<file path="src/rtl/dltr_pkg.sv">
// Shared types and constants for the dense layer training engine.
`default_nettype none
package dltr_pkg;
    localparam int MAX_RES     = 16;
    localparam int OFIFO_DEPTH = 32;
    localparam int TQ_DEPTH    = 4;

    localparam logic [2:0] CMD_FWD  = 3'd0;
    localparam logic [2:0] CMD_BWD  = 3'd1;
    localparam logic [2:0] CMD_UPD  = 3'd2;
    localparam logic [2:0] CMD_ZERO = 3'd3;
    localparam logic [2:0] CMD_LOAD = 3'd4;

    localparam logic [4:0]  BIAS_ROW = 5'd16;
    localparam logic [15:0] LR_RESET = 16'd655;
    localparam logic        KIND_FWD = 1'b0;
    localparam logic        KIND_BWD = 1'b1;

    typedef struct packed {
        logic [2:0]         command;
        logic [4:0]         row_index;
        logic [3:0]         col_index;
        logic signed [15:0] data_value;
        logic               last_element;
    } t_in_word;

    typedef struct packed {
        logic               result_kind;
        logic [3:0]         result_index;
        logic signed [15:0] result_value;
        logic               result_last;
        logic               saturated;
    } t_out_word;

    typedef enum logic [2:0] {K_FWD, K_BWD, K_UPD, K_ZERO, K_LDW, K_LDB} t_kind;

    // classified command as handed from the front to the back
    typedef struct packed {
        t_kind              kind;
        logic               hit;
        logic [4:0]         row;
        logic [3:0]         col;
        logic signed [15:0] value;
        logic               last;
    } t_task;
endpackage
`default_nettype wire

</file>
<file path="src/rtl/dltr_ofifo.sv">
// Result queue between the back end and the output port.
`default_nettype none
module dltr_ofifo import dltr_pkg::*; (
    input  wire logic      i_clk,
    input  wire logic      i_rst_n,
    input  wire logic      i_push,
    input  wire t_out_word i_word,
    output logic           o_room,
    output logic           o_empty,
    input  wire logic      i_pop,
    output t_out_word      o_word
);
    localparam int AW = $clog2(OFIFO_DEPTH);

    t_out_word      r_q [OFIFO_DEPTH];
    logic [AW-1:0]  r_wp;
    logic [AW-1:0]  r_rp;
    logic [AW:0]    r_cnt;
    logic           rd_en;

    assign o_empty = r_cnt == '0;
    // room for a whole run of results
    assign o_room  = r_cnt <= (AW+1)'(OFIFO_DEPTH - MAX_RES);
    assign o_word  = r_q[r_rp];
    assign rd_en   = i_pop && !o_empty;

    always_ff @(posedge i_clk) begin
        if (i_push) begin
            r_q[r_wp] <= i_word;
        end
        if (!i_rst_n) begin
            r_wp  <= '0;
            r_rp  <= '0;
            r_cnt <= '0;
        end else begin
            if (i_push) begin
                r_wp <= r_wp + 1'b1;
            end
            if (rd_en) begin
                r_rp <= r_rp + 1'b1;
            end
            case ({i_push, rd_en})
                2'b10:   r_cnt <= r_cnt + 1'b1;
                2'b01:   r_cnt <= r_cnt - 1'b1;
                default: r_cnt <= r_cnt;
            endcase
        end
    end
endmodule
`default_nettype wire
</file>
<file path="config.mk">
export PLATFORM = sky130hd
export DESIGN_NAME = dltr_ofifo
export DESIGN_NICKNAME = d
export VERILOG_FILES = /design/src/rtl/dltr_pkg.sv /design/src/rtl/dltr_ofifo.sv
export SDC_FILE = /design/constraint.sdc
export NUM_CORES = 1
export LEC_CHECK = 0
export CELL_PAD_IN_SITES_DETAIL_PLACEMENT = 0
export CELL_PAD_IN_SITES_GLOBAL_PLACEMENT = 2
export CORE_MARGIN = 4
export CORE_UTILIZATION = 55
export DETAILED_ROUTE_END_ITERATION = 10
export DONT_BUFFER_PORTS = 1
export GPL_ROUTABILITY_DRIVEN = 0
export HOLD_SLACK_MARGIN = 0.15
export PLACE_DENSITY_LB_ADDON = 0.08
export REMOVE_ABC_BUFFERS = 1
export SETUP_SLACK_MARGIN = 0.3
export SYNTH_ARGS = -nofsm -noshare
export SYNTH_HDL_FRONTEND = slang
export SYNTH_SLANG_ARGS = --single-unit
</file>
<file path="constraint.sdc">
create_clock -name i_clk -period 8.6 [get_ports i_clk]
set_input_delay 0.43 -clock i_clk [delete_from_list [all_inputs] [get_ports i_clk]]
set_output_delay 0.43 -clock i_clk [all_outputs]
set_load 0.05 [all_outputs]
</file>
# Word level (Yosys, flattened, before mapping)
# Memory sizes are Yosys's and may differ from the RTL's. A register that Yosys moved wholly into a read port is not among the register bits.
# Cells that the tools add are included.
[classes]
n_addsub = 4
n_lt_le_gt_ge = 1
eq_ne = 2
mux = 5
n_reduce_logical = 4
[ops]
columns = ["op", "count"]
rows = [
  ["6-bit one-hot mux with 2 select lines", 1],
  ["5-bit by 1-bit adder with 5-bit output (second input constant)", 2],
  ["5-bit two-way mux", 2],
  ["6-bit by 1-bit adder with 6-bit output (second input constant)", 1],
  ["6-bit by 5-bit less-or-equal comparator with 1-bit output (second input constant)", 1],
  ["6-bit logical NOT", 1],
  ["6-bit by 1-bit subtractor with 6-bit output (second input constant)", 1],
  ["2-bit by 1-bit == test with 1-bit output (second input constant)", 1],
  ["2-bit == test (second input constant)", 1],
  ["1-bit two-way mux", 2],
  ["2-bit nonzero test", 1],
  ["1-bit logical AND", 1],
  ["1-bit logical NOT", 1],
]
[word_totals]
regBits = 16
mem_bits_rw = 736
in_bits = 27
memories = 1
[memory_table]
columns = ["name", "depth", "word_bits", "read_ports", "rd_clocked_by_memory_dff", "write_ports", "line", "text"]
rows = [
  ["r_q", 32, 23, 1, 1, 1, "dltr_ofifo.sv:15", "t_out_word r_q [OFIFO_DEPTH];"],
]

# Logic depth before layout (Yosys ltp)
[logic_depth]
ltp_word = 5
depth_mapped = 12

# Worst setup path before layout
# No wires, ideal clock.
[synth_path]
path_type = "register to output"
startpoint = "register (tool-made name)"
endpoint = "output o_word[0] (netlist name)"
t_arrival_ns = 2.658
t_required_ns = 8.170
slack_ns = 5.512
stages_incl_launch_ff = 7
cell_sequence = "dfxtp_1 > buf_6 > buf_12 > buf_12 > mux4_1 > o22ai_1 > nor4_1"
[synth_lines]
columns = ["item", "line", "text"]
rows = [
  ["end: declaration", "dltr_ofifo.sv:11", "output t_out_word o_word"],
]

==> results.md <==
- Drt first-iter violations: 1430
- Crit path max fanout: ~130
- Fin util: 0.625
- CP Cell Sequence: buf_12 > mux4_1 > o22ai_1 > nor4_2 > buf_6
- Die W: roughly 240 um
- H-tree levels: 3
- Comb power frac: 0.172
- Die Height: 238 um
- Pwr per Cell Area: about 270 nW/um^2
- Count of flip-flops with a built-in enable after synthesis: approximately 740
- Hold_sp: i_rst_n
- Reg clk slew, reported paths: approximately 0.060 ns
- Fin crit period: around 3.8 ns
- GRT Total Usage: 0.240
- Hold Vio Cnt, Final: 0
- Worst hold margin: 0.202 ns
- Max-slew violations: 0
- Skew-Pair Late Insertion Delay: a little over 0.6 ns
- RSZ-0062 raised after global routing: no
- Max clock buf depth: 3
- Placed insts: 1943
- Area growth syn-to-layout: 12.6%
- DR WL/cell: ~32 um
- Highest clock rate: around 260 MHz
- # IOs: 52
- Switching Share: 0.255
- Leakage: 10.1 nW
- Ant. Diodes: 0
- Main synth FF type: edfxtp_1
- Largest net degree at the start of global routing: approximately 140
- Max_cap viols: 0
- Placed inst area: just over 30000 um^2
- Vias in the first global route: 13700
- # rows: 84
- Via density: ~6.4
- Core area: 52600 um^2
- Worst R2R Start: r_cnt[1]
- Async SR Flop Fraction: 0
- CTS root buf: clkbuf_16
- Worst vdd ir: between 0.2 and 0.3 mV
- Port Buffers: 0
- Crit. End Element: output pin
- Worst Setup Start Kind: flip-flop
- CTS tree: yes
- Most frequent cells in the layout: edfxtp_1, mux4_2, o22ai_1, mux4_1, clkbuf_16
- Postcts setup bufs: 0
- Status: complete, no violations
- Synth Instances: between 1000 and 1500
- Clock power frac: 0.351
- Delay-heaviest family, CP: buffers and inverters
- First drt pass iteration count: 5
- Remaining global-route overflow: 0
- Avg Cell Area, Syn: about 23 um^2
- Clk_skew: between 0.015 and 0.02 ns
- Master of the slowest instance on the critical path: dfxtp_4
- Remaining DRCs: 0
- Crit-path max cell delay: about 0.84 ns
- DRT Wirelength: 67000 um
- HPWL after detailed placement: ~34000 um
- YS warnings: 0
- First-pass GRT wire length: 96300 um
- Worst slew pin tran: 1.15 ns
- Setup Slack @ Placement: about 5.3 ns
- Clock tree sinks: roughly 760
- Sw power: around 2.2 mW
- Initial core utilization: 0.555
- Post-Layout Inst Area: around 33000 um^2
- CP bufs+invs: 2
- Total power draw: 8.75 mW
- Req. time, crit path: 8.17 ns
- Commonest non-fill, non-tap cell in the layout: edfxtp_1
- Share of cells above drive strength 1: 0.226
- CP arrival: around 3.4 ns
- Routed Antenna Nets: 0
- P_int: roughly 6.5 mW
- Critical path class: flip-flop to output pin
- Sequential power share: 0.476
- Layout Nets: between 1000 and 1500
- Post-synth cell types: 51
- Relative slew slack: 0.229
- Die area: between 50000 and 60000 um^2
- Final setup TNS: 0 ns
- Filler cells: 3636
- Seq/Total Area, Yosys: 0.773
- Initial antenna violation count: 0
- Final Setup Violations: 0
- Period utilisation layout: 0.446
- Post-route insts no fill: roughly 2100
- Hold Path Class: input port to flip-flop
- Cts bufs inserted: 76
- Yosys reg bits: ~760
- Vias: 13500
- Min setup slack post-route: ~4.8 ns
- Mapped Area: around 30000 um^2
[synthesized netlist by cell type, types with 3 or more instances]
library cell,count,share of area
edfxtp_1,736,0.76
clkbuf_1,14,0.0018
mux4_2,104,0.080
inv_1,5,0.00064
ha_1,8,0.0034
nand3_1,3,0.00051
buf_12,12,0.0082
buf_6,8,0.0031
or3_1,4,0.00086
nor2_1,50,0.0064
nand3b_1,6,0.0015
nor4_1,21,0.0045
nand2_1,13,0.0017
mux4_1,80,0.072
xor2_1,9,0.0027
a21oi_1,4,0.00069
o22ai_1,92,0.020
buf_2,30,0.0052
mux2i_1,6,0.0021
dfxtp_1,21,0.014
[routing by layer]
metal  share of wire  global-route usage  vias up
li1                -                   -     5696
met1            0.42               0.351     7259
met2            0.50               0.384      497
met3           0.073              0.0458       74
met4           0.015              0.0556        0
met5               0                   0        -
[worst reg2reg max path: cells and delay by family (launching register included)]
kind,cells,cell delay [ns]
mux,1,0.20
simple gates,1,0.59
xor+xnor,1,0.21
buf+inv,1,0.10
compound gates,4,0.88
fa+ha+maj,2,0.55
flops,1,0.39
[power by group through the flow]
stage	logic [mW]	clock network [mW]	registers [mW]
finish	1.51	3.07	4.17
global route	1.61	3.30	4.18
CTS	1.54	3.13	4.17
detailed placement	1.48	0	4.25
global placement	1.48	0	4.25
floorplan	1.22	0	4.39
[registers in the layout, summed over array words and instances (netlist names), named ones only]
name / cells
r_rp: 5
r_wp: 5
r_q: 736
r_cnt: 6
[path summary, 6_finish.rpt]
kind	endpoint	slack, ns	cells after the start
setup / recovery	o_word[13]	4.77	5
hold / removal	r_wp[2]	0.20	2
setup reg to reg	r_cnt[4]	5.63	10
hold reg to reg	flip-flop	0.50	2
[cell type report]
| class | instances | area [um^2] | share of cell area |
|---|---|---|---|
| clock buffer | 93 | 1970 | 0.0599 |
| clock inverter | 44 | 319 | 0.00972 |
| inverter | 5 | 18.8 | 0.000572 |
| multi-input combinational | 438 | 6410 | 0.195 |
| sequential | 757 | 22500 | 0.686 |
| tap | 688 | 861 | 0.0262 |
| timing repair buffer | 81 | 713 | 0.0217 |
[cells by family after synthesis]
| kind of cell | Yosys count | share of synthesized area |
|---|---|---|
| buffers and inverters | 74 | 0.0201 |
| AOI/OAI and AO/OA | 110 | 0.0241 |
| and+or+nand+nor | 120 | 0.0222 |
| DFF | 757 | 0.773 |
| xor gates and xnor gates | 10 | 0.00300 |
| adders and majority gates | 8 | 0.00343 |
| muxes | 190 | 0.155 |
[timing repair]
action | 4_1_cts | 5_1_grt
resized for setup | 0 | 0
hold buffers | 26 | 0
hold endpoints to repair | 752 | 0
Power figures use the tool's default switching activity.
