<file path="src/rtl/dltr_pkg.sv">
// Shared types and constants for the dense layer training engine.
`default_nettype none
package dltr_pkg;
    localparam int MAX_RES     = 16;
    localparam int OFIFO_DEPTH = 32;
    localparam int TQ_DEPTH    = 4;

    localparam logic [2:0] CMD_FWD  = 3'd0;
    localparam logic [2:0] CMD_BWD  = 3'd1;
    localparam logic [2:0] CMD_UPD  = 3'd2;
    localparam logic [2:0] CMD_ZERO = 3'd3;
    localparam logic [2:0] CMD_LOAD = 3'd4;

    localparam logic [4:0]  BIAS_ROW = 5'd16;
    localparam logic [15:0] LR_RESET = 16'd655;
    localparam logic        KIND_FWD = 1'b0;
    localparam logic        KIND_BWD = 1'b1;

    typedef struct packed {
        logic [2:0]         command;
        logic [4:0]         row_index;
        logic [3:0]         col_index;
        logic signed [15:0] data_value;
        logic               last_element;
    } t_in_word;

    typedef struct packed {
        logic               result_kind;
        logic [3:0]         result_index;
        logic signed [15:0] result_value;
        logic               result_last;
        logic               saturated;
    } t_out_word;

    typedef enum logic [2:0] {K_FWD, K_BWD, K_UPD, K_ZERO, K_LDW, K_LDB} t_kind;

    // classified command as handed from the front to the back
    typedef struct packed {
        t_kind              kind;
        logic               hit;
        logic [4:0]         row;
        logic [3:0]         col;
        logic signed [15:0] value;
        logic               last;
    } t_task;
endpackage
`default_nettype wire

</file>
<file path="src/rtl/dltr_front.sv">
// Front end: accepts input words, classifies them and queues them for the back end.
`default_nettype none
module dltr_front import dltr_pkg::*; #(
    parameter int IN_DIM  = 16,
    parameter int OUT_DIM = 16
) (
    input  wire logic     i_clk,
    input  wire logic     i_rst_n,
    input  wire logic     i_push,
    input  wire t_in_word i_word,
    input  wire logic     i_hold,
    output logic          o_full,
    output t_task         o_task,
    output logic          o_task_vld,
    input  wire logic     i_task_take
);
    localparam int QAW = $clog2(TQ_DEPTH);

    t_task            c_task;
    logic             c_keep;
    t_task            r_q [TQ_DEPTH];
    logic [QAW-1:0]   r_wp;
    logic [QAW-1:0]   r_rp;
    logic [QAW:0]     r_cnt;
    logic             wr_en;
    logic             rd_en;

    always_comb begin
        c_task.kind  = K_FWD;
        c_task.hit   = 1'b0;
        c_task.row   = i_word.row_index;
        c_task.col   = i_word.col_index;
        c_task.value = i_word.data_value;
        c_task.last  = i_word.last_element;
        c_keep       = 1'b0;
        case (i_word.command)
            CMD_FWD: begin
                c_task.kind = K_FWD;
                c_task.hit  = 32'(i_word.row_index) < IN_DIM;
                c_keep      = 1'b1;
            end
            CMD_BWD: begin
                c_task.kind = K_BWD;
                c_task.hit  = 32'(i_word.col_index) < OUT_DIM;
                c_keep      = 1'b1;
            end
            CMD_UPD: begin
                c_task.kind = K_UPD;
                c_keep      = 1'b1;
            end
            CMD_ZERO: begin
                c_task.kind = K_ZERO;
                c_keep      = 1'b1;
            end
            CMD_LOAD: begin
                // loads to addresses outside the arrays are dropped here
                if (32'(i_word.col_index) < OUT_DIM) begin
                    if (i_word.row_index == BIAS_ROW) begin
                        c_task.kind = K_LDB;
                        c_task.hit  = 1'b1;
                        c_keep      = 1'b1;
                    end else if (32'(i_word.row_index) < IN_DIM) begin
                        c_task.kind = K_LDW;
                        c_task.hit  = 1'b1;
                        c_keep      = 1'b1;
                    end
                end
            end
            default: c_keep = 1'b0;
        endcase
    end

    assign o_full     = (r_cnt == (QAW+1)'(TQ_DEPTH)) || i_hold;
    assign o_task_vld = r_cnt != '0;
    assign o_task     = r_q[r_rp];
    assign wr_en      = i_push && !o_full && c_keep;
    assign rd_en      = i_task_take && o_task_vld;

    always_ff @(posedge i_clk) begin
        if (wr_en) begin
            r_q[r_wp] <= c_task;
        end
        if (!i_rst_n) begin
            r_wp  <= '0;
            r_rp  <= '0;
            r_cnt <= '0;
        end else begin
            if (wr_en) begin
                r_wp <= r_wp + 1'b1;
            end
            if (rd_en) begin
                r_rp <= r_rp + 1'b1;
            end
            case ({wr_en, rd_en})
                2'b10:   r_cnt <= r_cnt + 1'b1;
                2'b01:   r_cnt <= r_cnt - 1'b1;
                default: r_cnt <= r_cnt;
            endcase
        end
    end
endmodule
`default_nettype wire

</file>
<file path="config.mk">
export PLATFORM = sky130hd
export DESIGN_NAME = dltr_front
export DESIGN_NICKNAME = d
export VERILOG_FILES = /design/src/rtl/dltr_pkg.sv /design/src/rtl/dltr_front.sv
export SDC_FILE = /design/constraint.sdc
export NUM_CORES = 1
export LEC_CHECK = 0
export BUFFER_PORTS_ARGS = -buffer_cell sky130_fd_sc_hd__buf_2
export CORE_MARGIN = 10
export CORE_UTILIZATION = 57
export CTS_CLUSTER_DIAMETER = 50
export DETAILED_ROUTE_END_ITERATION = 6
export GPL_ROUTABILITY_DRIVEN = 1
export PLACE_DENSITY = 0.84
export SLEW_MARGIN = 20
export SYNTH_ARGS = -nofsm -noshare
export SYNTH_HDL_FRONTEND = slang
export SYNTH_SLANG_ARGS = --single-unit
</file>
<file path="constraint.sdc">
create_clock -name i_clk -period 2.9 [get_ports i_clk]
set_input_delay 0.87 -clock i_clk [delete_from_list [all_inputs] [get_ports i_clk]]
set_output_delay 0.87 -clock i_clk [all_outputs]
set_load 0.01 [all_outputs]
</file>
== Yosys cells after proc, flatten, opt, wreduce, memory -nomap -nowiden ==
Memory sizes are Yosys's and may differ from the RTL's. A register that Yosys moved wholly into a read port is not among the register bits.
Cells that the tools add are included.
Storage, ports and cells
  flip-flop bits (word level): 7
  RAM bits: 120
  input bits: 34
  word-level logic and storage cells: 38
  memories: 1
Memory list
  r_q: words 4, bits a word 30, read ports 1, clocked after memory_dff 1, write ports 1, RTL line dltr_front.sv:21  | t_task r_q [TQ_DEPTH];
Cells by class
  add/sub/neg operators: 4
  magnitude comparators: 1
  eq/ne operators: 8
  muxes and demuxes: 12
  reductions and logical operators: 9
Operators with widths (number)
  3-bit one-hot mux with 4 select lines: 1
  4-bit 2-to-1 mux: 2
  3-bit by 2-bit == test with 1-bit output (second input constant): 2
  3-bit == test (second input constant): 2
  3-bit one-hot mux with 2 select lines: 1
  5-bit == test (second input constant): 1
  5-bit less-than comparator (second input constant): 1
  2-bit by 1-bit adder with 2-bit output (second input constant): 2
  1-bit 2-to-1 mux: 4
  2-bit 2-to-1 mux: 2
  4-bit OR reduction: 1
  3-bit by 1-bit adder with 3-bit output (second input constant): 1
  3-bit by 1-bit == test with 1-bit output (second input constant): 1
  1-bit logical AND: 3
  3-bit zero test: 1
  1-bit one-hot mux with 3 select lines: 1
  3-bit nonzero test: 1
  3-bit by 1-bit subtractor with 3-bit output (second input constant): 1
  2-bit by 1-bit == test with 1-bit output (second input constant): 1
  2-bit == test (second input constant): 1
  1-bit one-hot mux with 2 select lines: 1
  2-bit nonzero test: 1
  1-bit zero test: 1
  1-bit logical OR: 1

== Longest topological paths before layout ==
  depth after elaboration: 7
  mapped depth: 10
  depth with buffers taken out: 10

== Worst setup path after synthesis ==
No wires, ideal clock.
  path type: input-to-reg
  start: in i_word[22] (netlist name)
  end: mem r_q[0][0] (netlist name) (enable)
  library setup time: 0.390 ns
  data arrival time: 2.270 ns
  required time: 2.510 ns
  path slack: 0.240 ns
  stages: 4
  cells stage by stage: nor4_2 o211ai_1 nor2_4 and2_1
Between the ends
  cells in the longest elaborated chain, start to end: 7
RTL lines
  start: declaration: RTL line dltr_front.sv:10  | input wire t_in_word i_word,
  5-bit less-than comparator: RTL line dltr_front.sv:62  | end else if (32'(i_word.row_index) < IN_DIM) begin
  1-bit 2-to-1 mux: RTL line dltr_front.sv:62
  1-bit 2-to-1 mux *: RTL line dltr_front.sv:58  | if (i_word.row_index == BIAS_ROW) begin
  1-bit one-hot mux with 2 select lines *: RTL line dltr_front.sv:36  | case (i_word.command)
  1-bit logical AND *: RTL line dltr_front.sv:76  | assign wr_en = i_push && !o_full && c_keep;
  1-bit 2-to-1 mux *: RTL line dltr_front.sv:80  | if (wr_en) begin
  1-bit 2-to-1 mux (not written as such) *: RTL line dltr_front.sv:81  | r_q[r_wp] <= c_task;
  end: declaration: RTL line dltr_front.sv:21
Mark *: on every way between the ends. The rest lies on a longest branch, timed or not.

==> results.txt <==
Final Max Tran Viols - 0
Post-CTS Resized - 0
Worst R2R Start - r_cnt[0]$_SDFFE_PN0P_
I/O Buffers - 65
RSZ-0062 raised after global routing - false
Post-CTS setup buffers - 0
Post-route cell area - 0.00598 mm²
Root buf cell - clkbuf_8
DR WL met3 - 541 µm
Worst slew pin tran - 0.382 ns
MaxCap Viol Count - 0
Achievable Freq - 0.365 GHz
Post-DP HPWL - 5840 µm
CTS buffer count - 17
CP peak stage delay - 0.58 ns
Seq/Total Area, Yosys - 77.5%
CP max-delay cell - mux4_2
Mapped Cells - 221
Clock Power Share - 41.4%
Wirelength, routed - 9210 µm
Row count - 33
Starting density of the core - 59.2%
Hold buffer count at cts - 0
Final min period - 2.74 ns
Internal power - 3.68 mW
FILL cells - 497
Vias/cell - 5.64
Worst-Skew Late Latency - 0.51 ns
Clock H-tree levels - 4
GPL Wtd Cong - 0.694
Post-route ant nets - 0
Global-route wire length before repair - 14500 µm
Worst Path Max Fanout - 14
Comb power frac - 15.1%
WL met2 - 4580 µm
Placed Area - 0.00541 mm²
Drt drc - 0
Status - finished clean
Die outline width - 113 µm
Reg2reg end - r_cnt[2]$_SDFFE_PN0P_
Vias in the first global route - 2636
CP Data Required Time - 2.03 ns
Routed len/inst - 21.5 µm
Top Metal Used - met4
M1 WL - 3990 µm
Clock skew - 0.00745 ns
Switching power - 1.17 mW
Crit share post-route - 94.5%
Count of cell types in the netlist - 28
Iter 0 DRT Violations - 115
Yosys reg bits - 129
Syn nets - 261
GRT overflow - 0
Critical path endpoint category - primary output
I/O pins - 66
Layout cells sized above 1 - 44.9%
Critical path cell sequence - buf_4, mux4_2, buf_2
Total GRT Usage - 15.2%
Worst r2r path cells - 10
Lkg Pwr - 2.06 nW
Rel. slew slack - 74.3%
Seq pwr share - 43.5%
Crit start category - register
Yosys warns - 0
Largest net degree at the start of global routing - 18
Synthesized area - 0.00488 mm²
Core area - 0.00826 mm²
Post-route setup TNS - 0 ns
CTS sink cnt - 129
Worst R2R Setup Slack - 0.79 ns
Final hold vios - 0
Worst setup path category - register to primary output
Final setup fails - 0
Sw frac - 24.1%
Synthesized area per cell - 22.1 µm²
Die Area - 0.0127 mm²
Maximum clock path buffer count - 2
DRT Pass-1 Iters - 5
Initial antenna violation count - 0
Final #Nets - 351
Crit path DAT - 1.87 ns
Worst hold path class - register to register
Total number of vias - 2416
CTS tree - yes
CP endpoint - o_task[24]
Area growth syn-to-layout - 22.5%
Ant diodes - 0
VDD IR max - 413 µV
Die H - 113 µm
Power density cells - 810 mW/mm²
Worst-path clk slew - 0.06 ns
## cell type report
class / instances / area (µm²) / area share, %
Multi-Input combinational cell: 79 / 1050 / 17.5
Tap cell: 105 / 131 / 2.20
Clock inverter: 14 / 160 / 2.68
Clock buffer: 17 / 414 / 6.92
Inverter: 6 / 22.5 / 0.376
Sequential cell: 129 / 3780 / 63.2
Timing Repair Buffer: 78 / 423 / 7.07
## metrics by stage
stage	util, %	hold slack [ns]	cells	power (mW)	setup WS (ns)
6_report	72.5	0.519	428	4.85	0.161
5_1_grt	72.5	0.549	428	5.05	0.0665
4_1_cts	72.5	0.520	428	4.91	0.110
3_5_place_dp	65.5	0.516	397	2.89	0.0108
3_3_place_gp	65.5	0.484	397	2.87	0.175
2_1_floorplan	-	0.468	221	2.63	0.240
## layer usage
metal / vias up / GRT usage (%)
li1: 1086 / -
met1: 1247 / 18.7
met2: 76 / 24.0
met3: 7 / 5.86
met4: 0 / 5.58
met5: - / 0
## power by group through the flow
stage / clock network, mW / registers [mW] / logic, mW
after floorplan: 0 / 2.14 / 0.491
after detailed placement: 0 / 2.15 / 0.745
after global routing: 2.14 / 2.12 / 0.796
after CTS: 2.04 / 2.11 / 0.751
final: 2.01 / 2.11 / 0.730
after global placement: 0 / 2.14 / 0.728
## placed cells by master (no fill, tap or decap), types with 5 or more instances in the layout
cell,count
edfxtp_1,120
buf_2,65
mux4_2,30
clkbuf_16,16
buf_4,13
nand2_1,9
and2_1,9
dfxtp_1,8
inv_1,6
ha_1,5
clkinv_4,5
## cell families (layout without fill, tap and decap cells)
logic type	Yosys count	in the layout	share of synthesized area [%]
flip-flops	129	129	77.5
multiplexers	32	32	14.2
AND/OR/NAND/NOR	26	26	3.15
buffers and inverters	13	115	1.08
AO/OA/AOI/OAI	11	11	1.67
adder cells (fa/ha/maj)	6	6	1.69
XOR/XNOR	4	4	0.717
## sequential cells by signal (all words and copies together), names as in the netlist, named ones only
register	cells
r_rp	2
r_wp	2
r_cnt	3
r_q	120
## cells in the mapped netlist
| cell | count | area [µm²] |
|---|---|---|
| a21o_1 | 1 | 7.51 |
| clkbuf_1 | 4 | 15.0 |
| nand2b_1 | 1 | 6.26 |
| dfxtp_1 | 9 | 180 |
| a21oi_1 | 2 | 10.0 |
| or3_1 | 2 | 12.5 |
| nand2_1 | 9 | 33.8 |
| o41ai_2 | 1 | 16.3 |
| nor2_4 | 1 | 11.3 |
| o31a_1 | 1 | 8.76 |
| fa_1 | 1 | 20.0 |
| buf_2 | 3 | 15.0 |
| mux2i_1 | 2 | 20.0 |
| nor4_2 | 1 | 12.5 |
| mux4_2 | 30 | 676 |
| or4_4 | 1 | 11.3 |
| nor2_1 | 1 | 3.75 |
| xnor2_1 | 2 | 17.5 |
| inv_1 | 6 | 22.5 |
| a31o_2 | 1 | 8.76 |
| and2_1 | 9 | 56.3 |
| xor2_1 | 2 | 17.5 |
| o211ai_1 | 1 | 7.51 |
| o21ai_0 | 3 | 15.0 |
| a21boi_0 | 1 | 7.51 |
| ha_1 | 5 | 62.6 |
| edfxtp_1 | 120 | 3600 |
| nor2b_1 | 1 | 6.26 |
## critical path, delay by kind of cell, from the launching register on
family   cells  cell delay [ns]
buf+inv      2             0.45
flops        1             0.32
mux          1             0.58
## worst min path at each step
stage          cells after the start                 start                    to
2_1_floorplan                      2  r_wp[1]$_SDFFE_PN0P_  r_wp[1]$_SDFFE_PN0P_
5_1_grt                            2  r_wp[0]$_SDFFE_PN0P_  r_wp[0]$_SDFFE_PN0P_
3_5_place_dp                       2  r_wp[0]$_SDFFE_PN0P_  r_wp[0]$_SDFFE_PN0P_
4_1_cts                            2  r_wp[0]$_SDFFE_PN0P_  r_wp[0]$_SDFFE_PN0P_
6_report                           2  r_wp[0]$_SDFFE_PN0P_  r_wp[0]$_SDFFE_PN0P_
3_3_place_gp                       2  r_wp[1]$_SDFFE_PN0P_  r_wp[1]$_SDFFE_PN0P_
No activity file was read; power rests on OpenSTA's default activity.
